[src/hdl/pfd_pkg.sv]
// pfd_pkg: shared widths, register indexes, divider handshake structs and helpers
// for the filtered-derivative pid step unit; no dependencies
`timescale 1ns / 1ps

package pfd_pkg;

  // fixed-point format and field widths
  localparam int FRAC_BITS = 16;
  localparam int DATA_W    = 32;
  localparam int TIME_W    = 31;
  localparam int CFG_IDX_W = 3;

  // shared multiplier: signed operands one bit wider than the data
  localparam int OPND_W = DATA_W + 1;
  localparam int PROD_W = 2 * OPND_W;

  // derivative numerator, its magnitude, and the scaled dividend
  localparam int NUM_W  = PROD_W - FRAC_BITS;
  localparam int MAG_W  = NUM_W - 1;
  localparam int DIVD_W = MAG_W + FRAC_BITS;
  localparam int DEN_W  = TIME_W + 2;

  // quotient magnitude is capped at the largest positive data value
  localparam int QUOT_W = DATA_W - 1;
  localparam int QCNT_W = $clog2(QUOT_W);

  // configuration register indexes
  typedef enum logic [CFG_IDX_W-1:0] {
    REG_GAIN_P     = 3'd0,
    REG_GAIN_I     = 3'd1,
    REG_GAIN_D     = 3'd2,
    REG_FILTER_TAU = 3'd3,
    REG_OUT_LOW    = 3'd4,
    REG_OUT_HIGH   = 3'd5,
    REG_INTEG_LOW  = 3'd6,
    REG_INTEG_HIGH = 3'd7
  } cfg_idx_t;

  // divider request and response
  typedef struct packed {
    logic              start;
    logic [MAG_W-1:0]  mag;
    logic [DEN_W-1:0]  den;
  } div_req_t;

  typedef struct packed {
    logic              done;
    logic [QUOT_W-1:0] quot;
  } div_rsp_t;

  // clamp result
  typedef struct packed {
    logic signed [DATA_W-1:0] value;
    logic                     hit;
  } clamp_t;

  // low limit tested first, then high limit
  function automatic clamp_t clamp(input logic signed [PROD_W-1:0] v,
                                   input logic signed [DATA_W-1:0] lo,
                                   input logic signed [DATA_W-1:0] hi);
    clamp_t                   r;
    logic signed [PROD_W-1:0] lo_x;
    logic signed [PROD_W-1:0] hi_x;
    lo_x = PROD_W'(lo);
    hi_x = PROD_W'(hi);
    if (v < lo_x) begin
      r.value = lo;
      r.hit   = 1'b1;
    end else if (v > hi_x) begin
      r.value = hi;
      r.hit   = 1'b1;
    end else begin
      r.value = v[DATA_W-1:0];
      r.hit   = 1'b0;
    end
    return r;
  endfunction

  // a - b saturated to the data range
  function automatic logic signed [DATA_W-1:0] sat_sub(input logic signed [DATA_W-1:0] a,
                                                       input logic signed [DATA_W-1:0] b);
    logic signed [DATA_W:0] d;
    logic signed [DATA_W-1:0] r;
    d = (DATA_W+1)'(a) - (DATA_W+1)'(b);
    if (d[DATA_W] != d[DATA_W-1]) begin
      r = d[DATA_W] ? {1'b1, {(DATA_W-1){1'b0}}} : {1'b0, {(DATA_W-1){1'b1}}};
    end else begin
      r = d[DATA_W-1:0];
    end
    return r;
  endfunction

endpackage

[src/hdl/pfd_mul.sv]
// pfd_mul: shared signed multiplier with a registered product
// depends on pfd_pkg for operand and product widths
`timescale 1ns / 1ps

module pfd_mul (
  input  logic                              clk,
  input  logic signed [pfd_pkg::OPND_W-1:0] a,
  input  logic signed [pfd_pkg::OPND_W-1:0] b,
  output logic signed [pfd_pkg::PROD_W-1:0] prod
);

  // one product per cycle, registered
  always_ff @(posedge clk) begin
    prod <= a * b;
  end

endmodule

[config.mk]
export PLATFORM = sky130hd
export DESIGN_NAME = pfd_mul
export DESIGN_NICKNAME = d
export VERILOG_FILES = /design/src/hdl/pfd_pkg.sv /design/src/hdl/pfd_mul.sv
export SDC_FILE = /design/constraint.sdc
export NUM_CORES = 2
export LEC_CHECK = 0
export CAP_MARGIN = 20
export CORE_ASPECT_RATIO = 0.75
export CORE_UTILIZATION = 70
export CTS_CLUSTER_DIAMETER = 80
export DETAILED_ROUTE_END_ITERATION = 10
export DONT_BUFFER_PORTS = 1
export PLACE_DENSITY = 0.86
export SLEW_MARGIN = 20
export SYNTH_ARGS = -nofsm -noshare
export SYNTH_HDL_FRONTEND = slang
export SYNTH_SLANG_ARGS = --single-unit
[constraint.sdc]
create_clock -name clk -period 28.9 [get_ports clk]
set_clock_uncertainty 0.05 [all_clocks]
set_input_delay 5.78 -clock clk [delete_from_list [all_inputs] [get_ports clk]]
set_output_delay 5.78 -clock clk [all_outputs]
set_load 0.01 [all_outputs]
==> impl_metrics.json <==
{
  "period_needed_ns": 13.03,
  "initial_core_util_pct": 70.92,
  "diodes": 0,
  "grt_antenna_before_repair": 0,
  "core-area_um2": 57440,
  "outcome": "finished, final reports clean",
  "cts_tree": "yes",
  "yosysTopAreaCellShare_pct": 56.27,
  "drt_iter0_drc": 3016,
  "syn-cell-area_um2": 40730,
  "syn_nets": 5767,
  "slew_violations": 0,
  "holdPathStages": 1,
  "grt_setup_unrepaired": "no",
  "whs_ns": 5.489,
  "crit_type": "input port to flip-flop",
  "reg.largest.list": "prod x66",
  "cts.sinks": 66,
  "ys_seq_area_share_pct": 3.244,
  "setup_tns_ns": 0,
  "arrival_ns": 13.25,
  "yosysWarnings": 0,
  "yosysTopAreaCell": "fa_1",
  "clock-root-buffer": "clkbuf_16",
  "vias": 28750,
  "synthFlopType": "dfxtp_1",
  "hp-start": "b[0]",
  "maxCapViolCount": 0,
  "cts_buffer_depth": 2,
  "io_buffers": 0,
  "cts_hold_buf": 0,
  "synth_edf_count": 0,
  "syn_to_final_growth_pct": 1.029,
  "start_kind": "input port",
  "ios": 133,
  "worstSetupEndpointType": "flip-flop",
  "routed_wirelength_um": 109700,
  "nFillCells": 3985,
  "fin_nets": 5559,
  "post_cts_resized": 0,
  "ys_ff_latch": 66,
  "grt_util_all_layers_pct": 40.19,
  "grt_max_degree": 34,
  "rows": 76,
  "synth_cells": 4338,
  "syn_avg_cell_area_um2": 9.390,
  "hp-class": "input port to flip-flop",
  "fin_crit_sh_pct": 45.10,
  "drive_above_1_share_pct": 1.330,
  "dr.pass1.iters": 5,
  "drc": 0,
  "grt_first_pass_wirelength_um": 177800,
  "place.gp.congestion": 0.9583,
  "die_area_um2": 59170,
  "fp.dieW_um": 280.5,
  "htreeDepth": 3,
  "relSlewSlack_pct": 61.11,
  "grt_pass1_vias": 31500,
  "post_drt_wl_per_cell_um": 22.32,
  "synth_cell_type_count": 80,
  "dpl.hpwl_um": 87930,
  "grt_overflow": 0,
  "ys_top_cells_by_area": "fa_1 (56%), inv_1 (10%), and2_1 (8.6%)",
  "postSynth.asyncResetShare_pct": 0,
  "min_to": "prod[0]$_DFF_P_",
  "worst_pin_slew_ns": 0.5827,
  "clk_pin_slew_ns": 0.06,
  "fmax_ghz": 0.07672,
  "crit_required_ns": 29.11,
  "largest_reg_flops": 66,
  "antenna_left": 0,
  "post_cts.repair.setup_buffers": 0,
  "numCtsBuffers": 9,
  "crit_fanout": 33,
  "hold_viol": 0,
  "dieHeight_um": 210.9,
  "largest-register": "prod",
  "setup_viol": 0,
  "vias_per_cell": 5.851
}
==> worst max-delay path, cell delays in order <==
cell	delay, ns
nand2_1	0.09
inv_1	0.10
fa_1	0.60
fa_1	0.58
fa_1	0.89
inv_1	0.19
fa_1	0.64
fa_1	0.48
fa_1	0.61
fa_1	0.44
fa_1	0.51
inv_1	0.05
ha_1	0.46
and4_1	0.41
nand3_1	0.18
nand2b_1	0.25
a2111oi_4	0.34
a211oi_4	0.10
a21oi_2	0.23
nor4b_2	0.08
a311oi_1	0.26
==> worst max-delay path by stage <==
stage / startpoint / to / slack [ns] / cells past startpoint
final: b[0] / prod[58]$_DFF_P_ / 15.87 / 21
after floorplan: a[32] / prod[62]$_DFF_P_ / 15.83 / 23
after detailed placement: a[32] / prod[58]$_DFF_P_ / 15.47 / 21
after global routing: b[0] / prod[58]$_DFF_P_ / 15.57 / 21
after CTS: a[32] / prod[58]$_DFF_P_ / 15.85 / 21
after global placement: a[32] / prod[62]$_DFF_P_ / 15.61 / 21
==> metal layers <==
layer	up-vias	track usage [%]	share of wire [%]	wire, um
li1	11900	-	-	-
met1	14490	56.73	38	41620
met2	2107	53.75	40	44040
met3	262	22.94	20	21420
met4	0	8.875	2.4	2582
met5	-	0	0	0
==> layout by cell type, fill, tap and decap left out, types with 36 or more instances in the layout <==
master   count
inv_1     1131
xnor2_1     43
fa_1      1144
nor2_1      68
a21o_1      36
dfxtp_1     66
nand2_1    551
and2_1     562
ha_1       217
a21oi_1     57
==> area by class of cell <==
cell class / count / area (um^2) / share of cell area [%]
multi-input combinational: 2920 / 34320 / 83.39
inverter: 1131 / 4245 / 10.32
sequential: 66 / 1321 / 3.211
tap: 780 / 975.9 / 2.371
clock buffer: 10 / 239.0 / 0.5807
clock inverter: 5 / 37.54 / 0.09121
timing repair buffer: 2 / 15.01 / 0.03648
==> kinds of logic (layout without fill, tap and decap cells) <==
kind of cell	count (synthesis)	after routing	share of synthesized area, %
adder cells (fa/ha/maj)	1362	1362	62.94
AO/OA/AOI/OAI	219	219	4.067
XOR/XNOR	68	68	1.462
flip-flops	66	66	3.244
AND/OR/NAND/NOR	1271	1271	15.78
buffers and inverters	1352	1148	12.51
==> synthesized netlist by cell type, drive strengths merged (26+ instances only) <==
cell	n
clkbuf	208
a21oi	61
xnor2	43
a21o	38
ha	217
o21ai	33
dfxtp	66
fa	1145
nor2	68
and2	563
inv	1131
nand2	551
nand3	26
==> stage by stage <==
stage | setup WS, ns | area (um^2) | util (%) | cells
global route | 15.57 | 41150 | 71.65 | 4914
finish | 15.87 | 41150 | 71.65 | 4914
global placement | 15.61 | 40870 | 71.17 | 4899
detailed placement | 15.47 | 40870 | 71.17 | 4899
CTS | 15.85 | 41150 | 71.65 | 4914
floorplan | 15.83 | 40730 | - | 4338
Power is left out: the tool's default activity adds up to more than one toggle a clock period on the data nets, which glitch-free logic cannot reach.
