File: src/hdl/pfd_pkg.sv
// pfd_pkg: shared widths, register indexes, divider handshake structs and helpers
// for the filtered-derivative pid step unit; no dependencies
`timescale 1ns / 1ps

package pfd_pkg;

  // fixed-point format and field widths
  localparam int FRAC_BITS = 16;
  localparam int DATA_W    = 32;
  localparam int TIME_W    = 31;
  localparam int CFG_IDX_W = 3;

  // shared multiplier: signed operands one bit wider than the data
  localparam int OPND_W = DATA_W + 1;
  localparam int PROD_W = 2 * OPND_W;

  // derivative numerator, its magnitude, and the scaled dividend
  localparam int NUM_W  = PROD_W - FRAC_BITS;
  localparam int MAG_W  = NUM_W - 1;
  localparam int DIVD_W = MAG_W + FRAC_BITS;
  localparam int DEN_W  = TIME_W + 2;

  // quotient magnitude is capped at the largest positive data value
  localparam int QUOT_W = DATA_W - 1;
  localparam int QCNT_W = $clog2(QUOT_W);

  // configuration register indexes
  typedef enum logic [CFG_IDX_W-1:0] {
    REG_GAIN_P     = 3'd0,
    REG_GAIN_I     = 3'd1,
    REG_GAIN_D     = 3'd2,
    REG_FILTER_TAU = 3'd3,
    REG_OUT_LOW    = 3'd4,
    REG_OUT_HIGH   = 3'd5,
    REG_INTEG_LOW  = 3'd6,
    REG_INTEG_HIGH = 3'd7
  } cfg_idx_t;

  // divider request and response
  typedef struct packed {
    logic              start;
    logic [MAG_W-1:0]  mag;
    logic [DEN_W-1:0]  den;
  } div_req_t;

  typedef struct packed {
    logic              done;
    logic [QUOT_W-1:0] quot;
  } div_rsp_t;

  // clamp result
  typedef struct packed {
    logic signed [DATA_W-1:0] value;
    logic                     hit;
  } clamp_t;

  // low limit tested first, then high limit
  function automatic clamp_t clamp(input logic signed [PROD_W-1:0] v,
                                   input logic signed [DATA_W-1:0] lo,
                                   input logic signed [DATA_W-1:0] hi);
    clamp_t                   r;
    logic signed [PROD_W-1:0] lo_x;
    logic signed [PROD_W-1:0] hi_x;
    lo_x = PROD_W'(lo);
    hi_x = PROD_W'(hi);
    if (v < lo_x) begin
      r.value = lo;
      r.hit   = 1'b1;
    end else if (v > hi_x) begin
      r.value = hi;
      r.hit   = 1'b1;
    end else begin
      r.value = v[DATA_W-1:0];
      r.hit   = 1'b0;
    end
    return r;
  endfunction

  // a - b saturated to the data range
  function automatic logic signed [DATA_W-1:0] sat_sub(input logic signed [DATA_W-1:0] a,
                                                       input logic signed [DATA_W-1:0] b);
    logic signed [DATA_W:0] d;
    logic signed [DATA_W-1:0] r;
    d = (DATA_W+1)'(a) - (DATA_W+1)'(b);
    if (d[DATA_W] != d[DATA_W-1]) begin
      r = d[DATA_W] ? {1'b1, {(DATA_W-1){1'b0}}} : {1'b0, {(DATA_W-1){1'b1}}};
    end else begin
      r = d[DATA_W-1:0];
    end
    return r;
  endfunction

endpackage

File: src/hdl/pfd_div.sv
// pfd_div: restoring divider, one quotient bit per cycle, magnitude capped
// at the largest positive data value; depends on pfd_pkg
`timescale 1ns / 1ps

module pfd_div (
  input  logic              clk,
  input  logic              rst,
  input  pfd_pkg::div_req_t req,
  output pfd_pkg::div_rsp_t rsp
);

  localparam int HI_W = pfd_pkg::DIVD_W - pfd_pkg::QUOT_W;

  logic                              busy;
  logic                              done;
  logic [pfd_pkg::QCNT_W-1:0]        cnt;
  logic [pfd_pkg::DEN_W-1:0]         den;
  logic [pfd_pkg::DEN_W-1:0]         rem;
  logic [pfd_pkg::QUOT_W-1:0]        low;
  logic [pfd_pkg::QUOT_W-1:0]        quot;

  logic [pfd_pkg::DIVD_W-1:0]        dvd_in;
  logic [HI_W-1:0]                   hi_in;
  logic                              ovf_in;
  logic [pfd_pkg::DEN_W:0]           trial;
  logic                              take;

  // scaled dividend and the overflow test on its top bits
  always_comb begin
    dvd_in = {req.mag, {pfd_pkg::FRAC_BITS{1'b0}}};
    hi_in  = dvd_in[pfd_pkg::DIVD_W-1:pfd_pkg::QUOT_W];
    ovf_in = (hi_in >= HI_W'(req.den));
    trial  = {rem, low[pfd_pkg::QUOT_W-1]};
    take   = (trial >= {1'b0, den});
  end

  // iteration control
  always_ff @(posedge clk) begin
    if (rst) begin
      busy <= 1'b0;
      done <= 1'b0;
      cnt  <= '0;
    end else begin
      done <= 1'b0;
      if (req.start) begin
        den  <= req.den;
        low  <= dvd_in[pfd_pkg::QUOT_W-1:0];
        if (ovf_in) begin
          quot <= '1;
          done <= 1'b1;
        end else begin
          rem  <= hi_in[pfd_pkg::DEN_W-1:0];
          quot <= '0;
          cnt  <= pfd_pkg::QCNT_W'(pfd_pkg::QUOT_W - 1);
          busy <= 1'b1;
        end
      end else if (busy) begin
        low <= {low[pfd_pkg::QUOT_W-2:0], 1'b0};
        if (take) begin
          rem  <= pfd_pkg::DEN_W'(trial - {1'b0, den});
          quot <= {quot[pfd_pkg::QUOT_W-2:0], 1'b1};
        end else begin
          rem  <= trial[pfd_pkg::DEN_W-1:0];
          quot <= {quot[pfd_pkg::QUOT_W-2:0], 1'b0};
        end
        if (cnt == '0) begin
          busy <= 1'b0;
          done <= 1'b1;
        end else begin
          cnt <= cnt - 1'b1;
        end
      end
    end
  end

  assign rsp.done = done;
  assign rsp.quot = quot;

endmodule

File: config.mk
export PLATFORM = sky130hd
export DESIGN_NAME = pfd_div
export DESIGN_NICKNAME = d
export VERILOG_FILES = /design/src/hdl/pfd_pkg.sv /design/src/hdl/pfd_div.sv
export SDC_FILE = /design/constraint.sdc
export NUM_CORES = 1
export LEC_CHECK = 0
export BUFFER_PORTS_ARGS = -buffer_cell sky130_fd_sc_hd__buf_2
export CAP_MARGIN = 30
export CORE_ASPECT_RATIO = 1.1
export CORE_MARGIN = 5
export CORE_UTILIZATION = 50
export DETAILED_ROUTE_END_ITERATION = 6
export PLACE_DENSITY = 0.7
export SLEW_MARGIN = 20
export SYNTH_ARGS = -nofsm -noshare
export SYNTH_HDL_FRONTEND = slang
export SYNTH_SLANG_ARGS = --single-unit
File: constraint.sdc
create_clock -name clk -period 6.9 [get_ports clk]
set_input_delay 1.38 -clock clk [delete_from_list [all_inputs] [get_ports clk]]
set_output_delay 1.38 -clock clk [all_outputs]
set_load 0.05 [all_outputs]
==> reports/qor.yml, run 1 <==
timing:
  period_needed_ns: 3.97
  final.setup_skew_ns: 0.00803
  rsz_0062_raised_after_global_routing: "no"
  slew_viol_final: 0
  post-route-period-util_pct: 57.5
  max_freq_ghz: 0.252
  maxSlewHeadroom_pct: 45.7
  setup_viol: 0
  fin_tns_setup_ns: 0
  hold_viol: 0
  tightestPinTransition_ns: 0.815
clock_network:
  cts_inserted_buffers: 17
  postCtsHoldBufs: 0
  ctsResizeCount: 0
  cts-root-to-sink-buffers: 2
  htree_levels: 4
  ctsRootBufferMaster: "clkbuf_16"
  clkSinkCount: 119
  cts.reportedPaths.clkPinSlew_ns: 0.06
  tritoncts: "built"
  clock_latency_at_the_later_pin_of_the_worst_skew_pair_ns: 0.42
  postCtsSetupRepairBufs: 0
global_route:
  grt_pass1_vias: 6005
  gr-usage-all-layers_pct: 19.6
  grt_start_max_net_pins: 81
  antenna_violations_before_repair: 0
  overflow: 0
  grt_pass1_wl_mm: 28.1
job:
  max_cap_viols: 0
die:
  die_y_um: 138
  die_w_um: 127
  row_count: 47
  die_area_mm2: 0.0175
  design.portCount: 117
  placeableCoreArea_mm2: 0.0149
  initial_utilization_pct: 50.3
synth:
  syn_area_per_cell_um2: 10.5
  share_of_synthesized_cell_area_in_full_adder_half_adder_and_majority_cells_pct: 11.6
  cell_count_after_synthesis: 710
  synth_enable_flop_cells: 112
  compound_gate_portion_of_the_synthesized_area_pct: 18.4
  sequential_share_of_the_synthesized_area_pct: 46.8
  yosys.cell_types.count: 59
  synthesis.nets: 864
  post_synth_xor_area_fraction_pct: 3.28
  asyncSetResetFlopFracSynth_pct: 0
  yosys_register_bits: 119
  dominantRegCellSynth: "edfxtp_1"
  synth_top_family_by_area: "compound AO/OA/AOI/OAI gates"
  ys.warnings.count: 0
  synthSimpleGateAreaFrac_pct: 9.79
  synthMuxAreaShare_pct: 4.55
  netlist_area_mm2: 0.00749
worst_hold_path:
  min_delay_worst_endpoint: "cnt[0]"
  hp_start: "cnt[0]"
  worstHoldPathCells: 2
  min-delay-path-class: "reg -> reg"
critical_path:
  required_worst_endpoint_ns: 7.04
  crit_arrival_ns: 4.10
  worst-path-max-fanout: 48
  rr_startpoint: "low[30]"
  worst_r2r_endpoint: "rem[0]"
  rrSetupSlack_ns: 2.93
  worst_r2r_path_depth: 14
  worst-setup-path-type: "reg -> reg"
  crit_path_start_kind: "flop"
  worstSetupEndpointType: "flop"
status:
  run_status: "completed"
detailed_routing:
  wl_per_cell_um: 16.5
  total_via_count_in_the_routed_design: 5771
  drtAntennaViolNets: 0
  drtPass1Iterations: 5
  detail_route.drc_violations: 0
  wl_mm: 17.0
  detail_route.iter0.violations: 306
  post_drt_via_cell_ratio: 5.58
final_layout:
  antenna_cells_inserted: 0
  final_core_util_pct: 59.8
  final_layout_size_suffix_gt1_share_pct: 23.5
  final_nets: 980
  area_delta_synth_final_pct: 18.8
place:
  numPortBuffers: 116
  routability_congestion_estimate_from_global_placement: 0.930
  detailed_place_hpwl_mm: 12.4
power:
  leakagePower_nw: 3.77
  power.density_cell_area_mw_per_mm2: 257
  vdd_ir_drop_max_v: 0.000186
-- layout make-up --
| type | count | area [µm²] |
|---|---|---|
| fill | 1255 | 5980 |
| multi-input combinational | 487 | 3590 |
| sequential | 119 | 3500 |
| timing repair buffer | 125 | 652 |
| clock buffer | 17 | 425 |
| inverter | 76 | 285 |
| tap | 196 | 245 |
| clock inverter | 15 | 193 |
-- synthesized netlist by cell type, types with 2 or more instances --
cell type  number  share of area (%)
nor4_1          5               0.42
inv_1          76                3.8
ha_1           68                 11
nor2_1         35                1.8
nand4_1        10               0.84
o21ai_0        40                2.7
a31oi_1         3               0.25
a21o_1         18                1.8
buf_2           7               0.47
nor3_1          6               0.40
a211oi_1       13                1.3
o21ai_1         4               0.27
nor3b_1         4               0.40
nor2b_1         5               0.42
o31ai_4         2               0.57
and3_1          6               0.50
and2_1          5               0.42
dfxtp_1         7                1.9
o21bai_1        3               0.30
buf_4           2               0.20
a221oi_1        3               0.35
mux2_2         28                4.2
o21a_1         40                4.0
xnor2_1        18                2.1
nand2_1        61                3.1
nand2b_1        2               0.17
a2111oi_0       4               0.47
o211ai_1        5               0.50
o2111ai_1       3               0.35
a21boi_0        3               0.30
a21oi_1        53                3.5
edfxtp_1      112                 45
clkbuf_1       17               0.85
xor2_1         10                1.2
nand3_1         8               0.53
-- cells by family after synthesis --
| kind of cell | after synthesis |
|---|---|
| compound gates | 205 |
| simple gates | 155 |
| flops | 119 |
| buf+inv | 104 |
| fa+ha+maj | 69 |
| mux | 30 |
| xor+xnor | 28 |
-- power breakdown --
group / switching, mW / total (mW) / leakage, nW / internal, mW
clock network: 0.353 / 0.929 / 0.301 / 0.576
registers: 0.0207 / 0.875 / 1.10 / 0.854
logic: 0.287 / 0.483 / 2.37 / 0.195
total: 0.661 / 2.29 / 3.77 / 1.63
-- worst max-delay path by stage --
stage	from	end	slack, ns	cells after the start
floorplan	req[82]	rem[0]	1.57	5
global placement	req[0]	rem[17]	2.14	12
detailed placement	req[0]	rem[17]	2.54	13
CTS	low[30]	rem[0]	2.91	14
global route	low[30]	rem[3]	2.65	14
finish	low[30]	rem[0]	2.93	14
-- routing by layer --
| layer | part of all wire (%) | up-vias | wire (µm) | global-route usage, % |
|---|---|---|---|---|
| met5 | 0 | - | 0 | 0 |
| met3 | 7.5 | 40 | 1270 | 6.25 |
| met2 | 48 | 182 | 8150 | 32.3 |
| met1 | 42 | 2711 | 7210 | 23.8 |
| li1 | - | 2838 | - | - |
| met4 | 2.5 | 0 | 418 | 7.85 |
-- metrics by stage --
step	cells	cell area [µm²]	total power, mW	hold slack, ns	setup WS (ns)
finish	1035	8900	2.29	0.508	2.93
global route	1035	8900	2.39	0.553	2.65
CTS	1034	8880	2.30	0.507	2.91
detailed placement	1002	8260	1.37	0.496	2.54
global placement	1001	8260	1.35	0.480	2.14
floorplan	710	7490	1.25	0.455	1.57
-- critical path: stages, from the launching register on --
cell and delay [ns]:
edfxtp_1 0.41, inv_1 0.08, ha_1 0.15, inv_1 0.05, fa_1 0.41, a21o_1 0.24, a221oi_4 0.35, o31ai_4 0.14
a21boi_2 0.28, o31ai_4 0.16, a21oi_4 0.45, buf_4 0.49, nor2_1 0.07, a211oi_1 0.31, a21oi_1 0.07
-- cells in the final DEF (no fill, tap or decap), drive strengths merged, types with 3 or more instances in the layout --
master / n
buf: 125
edfxtp: 112
inv: 81
ha: 68
nand2: 61
a21oi: 54
o21ai: 44
o21a: 40
nor2: 35
mux2: 29
a21o: 18
xnor2: 18
clkbuf: 17
a211oi: 13
nand4: 10
xor2: 10
nand3: 8
dfxtp: 7
and3: 6
nor3: 6
clkinv: 6
and2: 5
nor4: 5
nor2b: 5
o211ai: 5
a2111oi: 4
nor3b: 4
a21boi: 4
a221oi: 4
o31ai: 4
o21bai: 3
a31oi: 3
bufinv: 3
o2111ai: 3
-- state kept, by name, summed over array words and instances (netlist names) --
name,flops
busy,1
cnt,5
den,33
done,1
low,15
quot,31
rem,33
(Power assumes the default switching activity.)
==> run 2, diff against run 1 <==
--- a/config.mk
+++ b/config.mk
@@ -5,13 +5,14 @@
 export SDC_FILE = /design/constraint.sdc
 export NUM_CORES = 1
 export LEC_CHECK = 0
+export ABC_AREA = 1
 export BUFFER_PORTS_ARGS = -buffer_cell sky130_fd_sc_hd__buf_2
 export CAP_MARGIN = 30
 export CORE_ASPECT_RATIO = 1.1
 export CORE_MARGIN = 5
 export CORE_UTILIZATION = 50
 export DETAILED_ROUTE_END_ITERATION = 6
-export PLACE_DENSITY = 0.7
+export PLACE_DENSITY = 0.71
 export SLEW_MARGIN = 20
 export SYNTH_ARGS = -nofsm -noshare
 export SYNTH_HDL_FRONTEND = slang
==> constraint.sdc (replaced) <==
create_clock -name clk -period 3.61 [get_ports clk]
set_input_delay 0.722 -clock clk [delete_from_list [all_inputs] [get_ports clk]]
set_output_delay 0.722 -clock clk [all_outputs]
set_load 0.05 [all_outputs]
==> run 2 against run 1 <==
Setup slack worse by 2.2 ns; die area is 20% higher; combinational power grew to 2.5 times the previous value; sequential power is 93% higher; non-clock buffer count is 1 lower; register-to-register slack worse by 2.2 ns; area after synthesis is 22% higher; critical path depth is 3 higher; first-iteration DRC count is 55% higher; power is 100% higher.
==> reports/qor.yml, run 2 <==
synth:
  syn_area_per_cell_um2: 7.24
  sequential_share_of_the_synthesized_area_pct: 38.4
  asyncSetResetFlopFracSynth_pct: 0
  netlist.top_cell.by_area: "edfxtp_1"
  yosysMostFrequentCell: "nand2_1"
  dominantRegCellSynth: "edfxtp_1"
  cell_count_after_synthesis: 1261
  ys.warnings.count: 0
  post_synth_main_area_contributors: "edfxtp_1, nand2_1, inv_1, ha_1, nand3_1"
  netlist_area_mm2: 0.00913
  synth_largest_type_area_fraction_pct: 36.8
  synth_enable_flop_cells: 112
  synthesis.nets: 1415
  yosys_register_bits: 119
  yosys.cell_types.count: 38
  synth_top_cells_by_count: "nand2_1, inv_1, edfxtp_1"
global_route:
  grt_pass1_wl_mm: 37.5
  grt_util_met2_pct: 38.0
  globalRouteMet1Util_pct: 27.5
  groute.layer.met3.usage_pct: 6.06
  overflow: 0
  gr-usage-all-layers_pct: 22.1
  grt_pass1_vias: 7689
  gr-max-usage-layer: "met2"
  grt_start_max_net_pins: 81
  antenna_violations_before_repair: 0
timing:
  setup_viol: 0
  tightestPinTransition_ns: 0.946
  post-route-period-util_pct: 78.7
  fin_tns_setup_ns: 0
  slew_viol_final: 0
  final.setup_skew_ns: 0.0114
  rsz_0062_raised_after_global_routing: "no"
  maxSlewHeadroom_pct: 36.9
  max_freq_ghz: 0.352
  period_needed_ns: 2.84
  hold_viol: 0
detailed_routing:
  wl_mm: 22.6
  drtPass1Iterations: 4
  total_via_count_in_the_routed_design: 7874
  detail_route.iter0.violations: 473
  detail_route.drc_violations: 0
  post_drt_via_cell_ratio: 4.84
  wl_per_cell_um: 13.9
  drtAntennaViolNets: 0
final_layout:
  final_nets: 1531
  finish.instance_area_mm2: 0.0105
  final_common_cell: "nand2_1"
  final_layout_size_suffix_gt1_share_pct: 16.8
  most-common-layout-cells: "nand2_1, inv_1, buf_2, edfxtp_1, nand3_1"
  final_core_util_pct: 58.8
  fin_cells: 1628
  antenna_cells_inserted: 0
  final.fill_count: 1672
  area_delta_synth_final_pct: 14.6
  multiInputGateArea_mm2: 0.00448
  largest_registers: "den x33, rem x33, quot x31"
  ff_latch_area_mm2: 0.00350
critical_path:
  rrSetupSlack_ns: 0.77
  worst-path-max-fanout: 34
  worst-setup-path-type: "reg -> reg"
  crit_path_start_kind: "flop"
  worst_r2r_path_depth: 17
  rr_startpoint: "low[30]"
  required_worst_endpoint_ns: 3.90
  worst_r2r_endpoint: "rem[28]"
  crit_arrival_ns: 3.13
  worstSetupEndpointType: "flop"
worst_hold_path:
  hp_start: "req[27]"
  min-delay-path-class: "in -> reg"
  min_delay_worst_endpoint: "den[27]"
  worstHoldPathCells: 1
clock_network:
  htree_levels: 4
  clock_latency_at_the_later_pin_of_the_worst_skew_pair_ns: 0.43
  postCtsSetupRepairBufs: 0
  postCtsHoldBufs: 0
  cts-root-to-sink-buffers: 2
  clkSinkCount: 119
  cts_inserted_buffers: 17
  cts.reportedPaths.clkPinSlew_ns: 0.07
  ctsRootBufferMaster: "clkbuf_16"
  tritoncts: "built"
  ctsResizeCount: 0
power:
  vdd_ir_drop_max_v: 0.000340
  power.internal_mw: 3.02
  pwr-share-clk_pct: 36.5
  power.share.sequential_pct: 36.7
  power.density_cell_area_mw_per_mm2: 438
  leakagePower_nw: 5.68
  power.switching_mw: 1.57
  power.switching_fraction_pct: 34.2
  p_comb_share_pct: 26.7
die:
  die_area_mm2: 0.0211
  row_count: 51
  die_y_um: 152
  placeableCoreArea_mm2: 0.0178
  initial_utilization_pct: 51.3
  die_w_um: 139
  design.portCount: 117
place:
  placed_cells: 1596
  routability_congestion_estimate_from_global_placement: 0.947
  numPortBuffers: 116
  detailed_place_hpwl_mm: 17.2
  postPlaceCellArea_mm2: 0.00989
status:
  run_status: "completed"
job:
  max_cap_viols: 0
-- run 2: changes by cell type in the layout (fill, tap and decap cells not counted), moves of 15 or more --
| cell | change |
|---|---|
| nand2_1 | +422 |
| inv_1 | +175 |
| nand3_1 | +73 |
| o21a_1 | -39 |
| nand2_2 | +37 |
| o21ai_0 | -37 |
| mux2_2 | -28 |
| nor2_1 | +25 |
| a21oi_1 | -19 |
| nand3_2 | +17 |
| a21o_1 | -15 |
-- run 2: cells by family (layout without fill, tap and decap cells) --
family                     count (synthesis)  in the layout  share of synthesized area [%]
AOI/OAI and AO/OA                         49             49                           3.06
xor gates and xnor gates                  16             16                           1.53
adders and majority gates                 69             69                           9.54
buffers and inverters                    285            414                           12.6
DFF                                      119            119                           38.4
and+or+nand+nor                          723            723                           34.9
-- run 2: worst max-delay path by stage --
stage	startpoint	end	slack (ns)	cells after the start
after floorplan	req[82]	low[16]	0.1	5
after global placement	req[11]	rem[17]	0.68	15
after detailed placement	req[11]	rem[21]	0.60	15
after CTS	low[30]	rem[28]	0.76	17
after global routing	low[30]	rem[28]	0.55	17
final	low[30]	rem[28]	0.77	17
-- run 2: through the flow --
step	worst slack, ns	total power, mW	hold WS (ns)
after detailed placement	0.602	2.94	0.492
after floorplan	0.0995	2.64	0.455
final	0.769	4.59	0.486
after global placement	0.678	2.92	0.479
after global routing	0.551	4.86	0.470
after CTS	0.757	4.62	0.477
-- run 2: layout make-up --
| class | count | area share, % |
|---|---|---|
| Clock inverter | 15 | 1.38 |
| Timing Repair Buffer | 124 | 6.12 |
| Inverter | 258 | 9.26 |
| Multi-Input combinational cell | 857 | 42.9 |
| Tap cell | 238 | 2.85 |
| Clock buffer | 17 | 4.07 |
| Sequential cell | 119 | 33.5 |
-- run 2: metal layers --
| metal | vias up | wire length, µm |
|---|---|---|
| met1 | 3527 | 10200 |
| met2 | 179 | 10600 |
| met3 | 32 | 1400 |
| met4 | 0 | 409 |
| li1 | 4136 | - |
| met5 | - | 0 |
-- run 2: power groups by stage --
stage / Sequential, mW / Clock [mW] / Combinational, mW
2_1_floorplan: 1.79 / 0 / 0.850
3_3_place_gp: 1.71 / 0 / 1.21
6_report: 1.69 / 1.68 / 1.23
5_1_grt: 1.69 / 1.77 / 1.39
4_1_cts: 1.69 / 1.70 / 1.23
3_5_place_dp: 1.71 / 0 / 1.23
-- run 2: critical path: stages, from the launching register on --
cell	delay, ns
edfxtp_1	0.36
inv_1	0.08
ha_1	0.14
inv_1	0.09
fa_1	0.41
nand2_1	0.08
nand2_1	0.09
nand3b_1	0.10
nand2_2	0.09
nand2_2	0.09
nand2_4	0.08
nand2_2	0.12
nand2_4	0.09
nand2_8	0.23
nand2_8	0.26
nand2_1	0.18
nand3_1	0.09
nand2_1	0.09
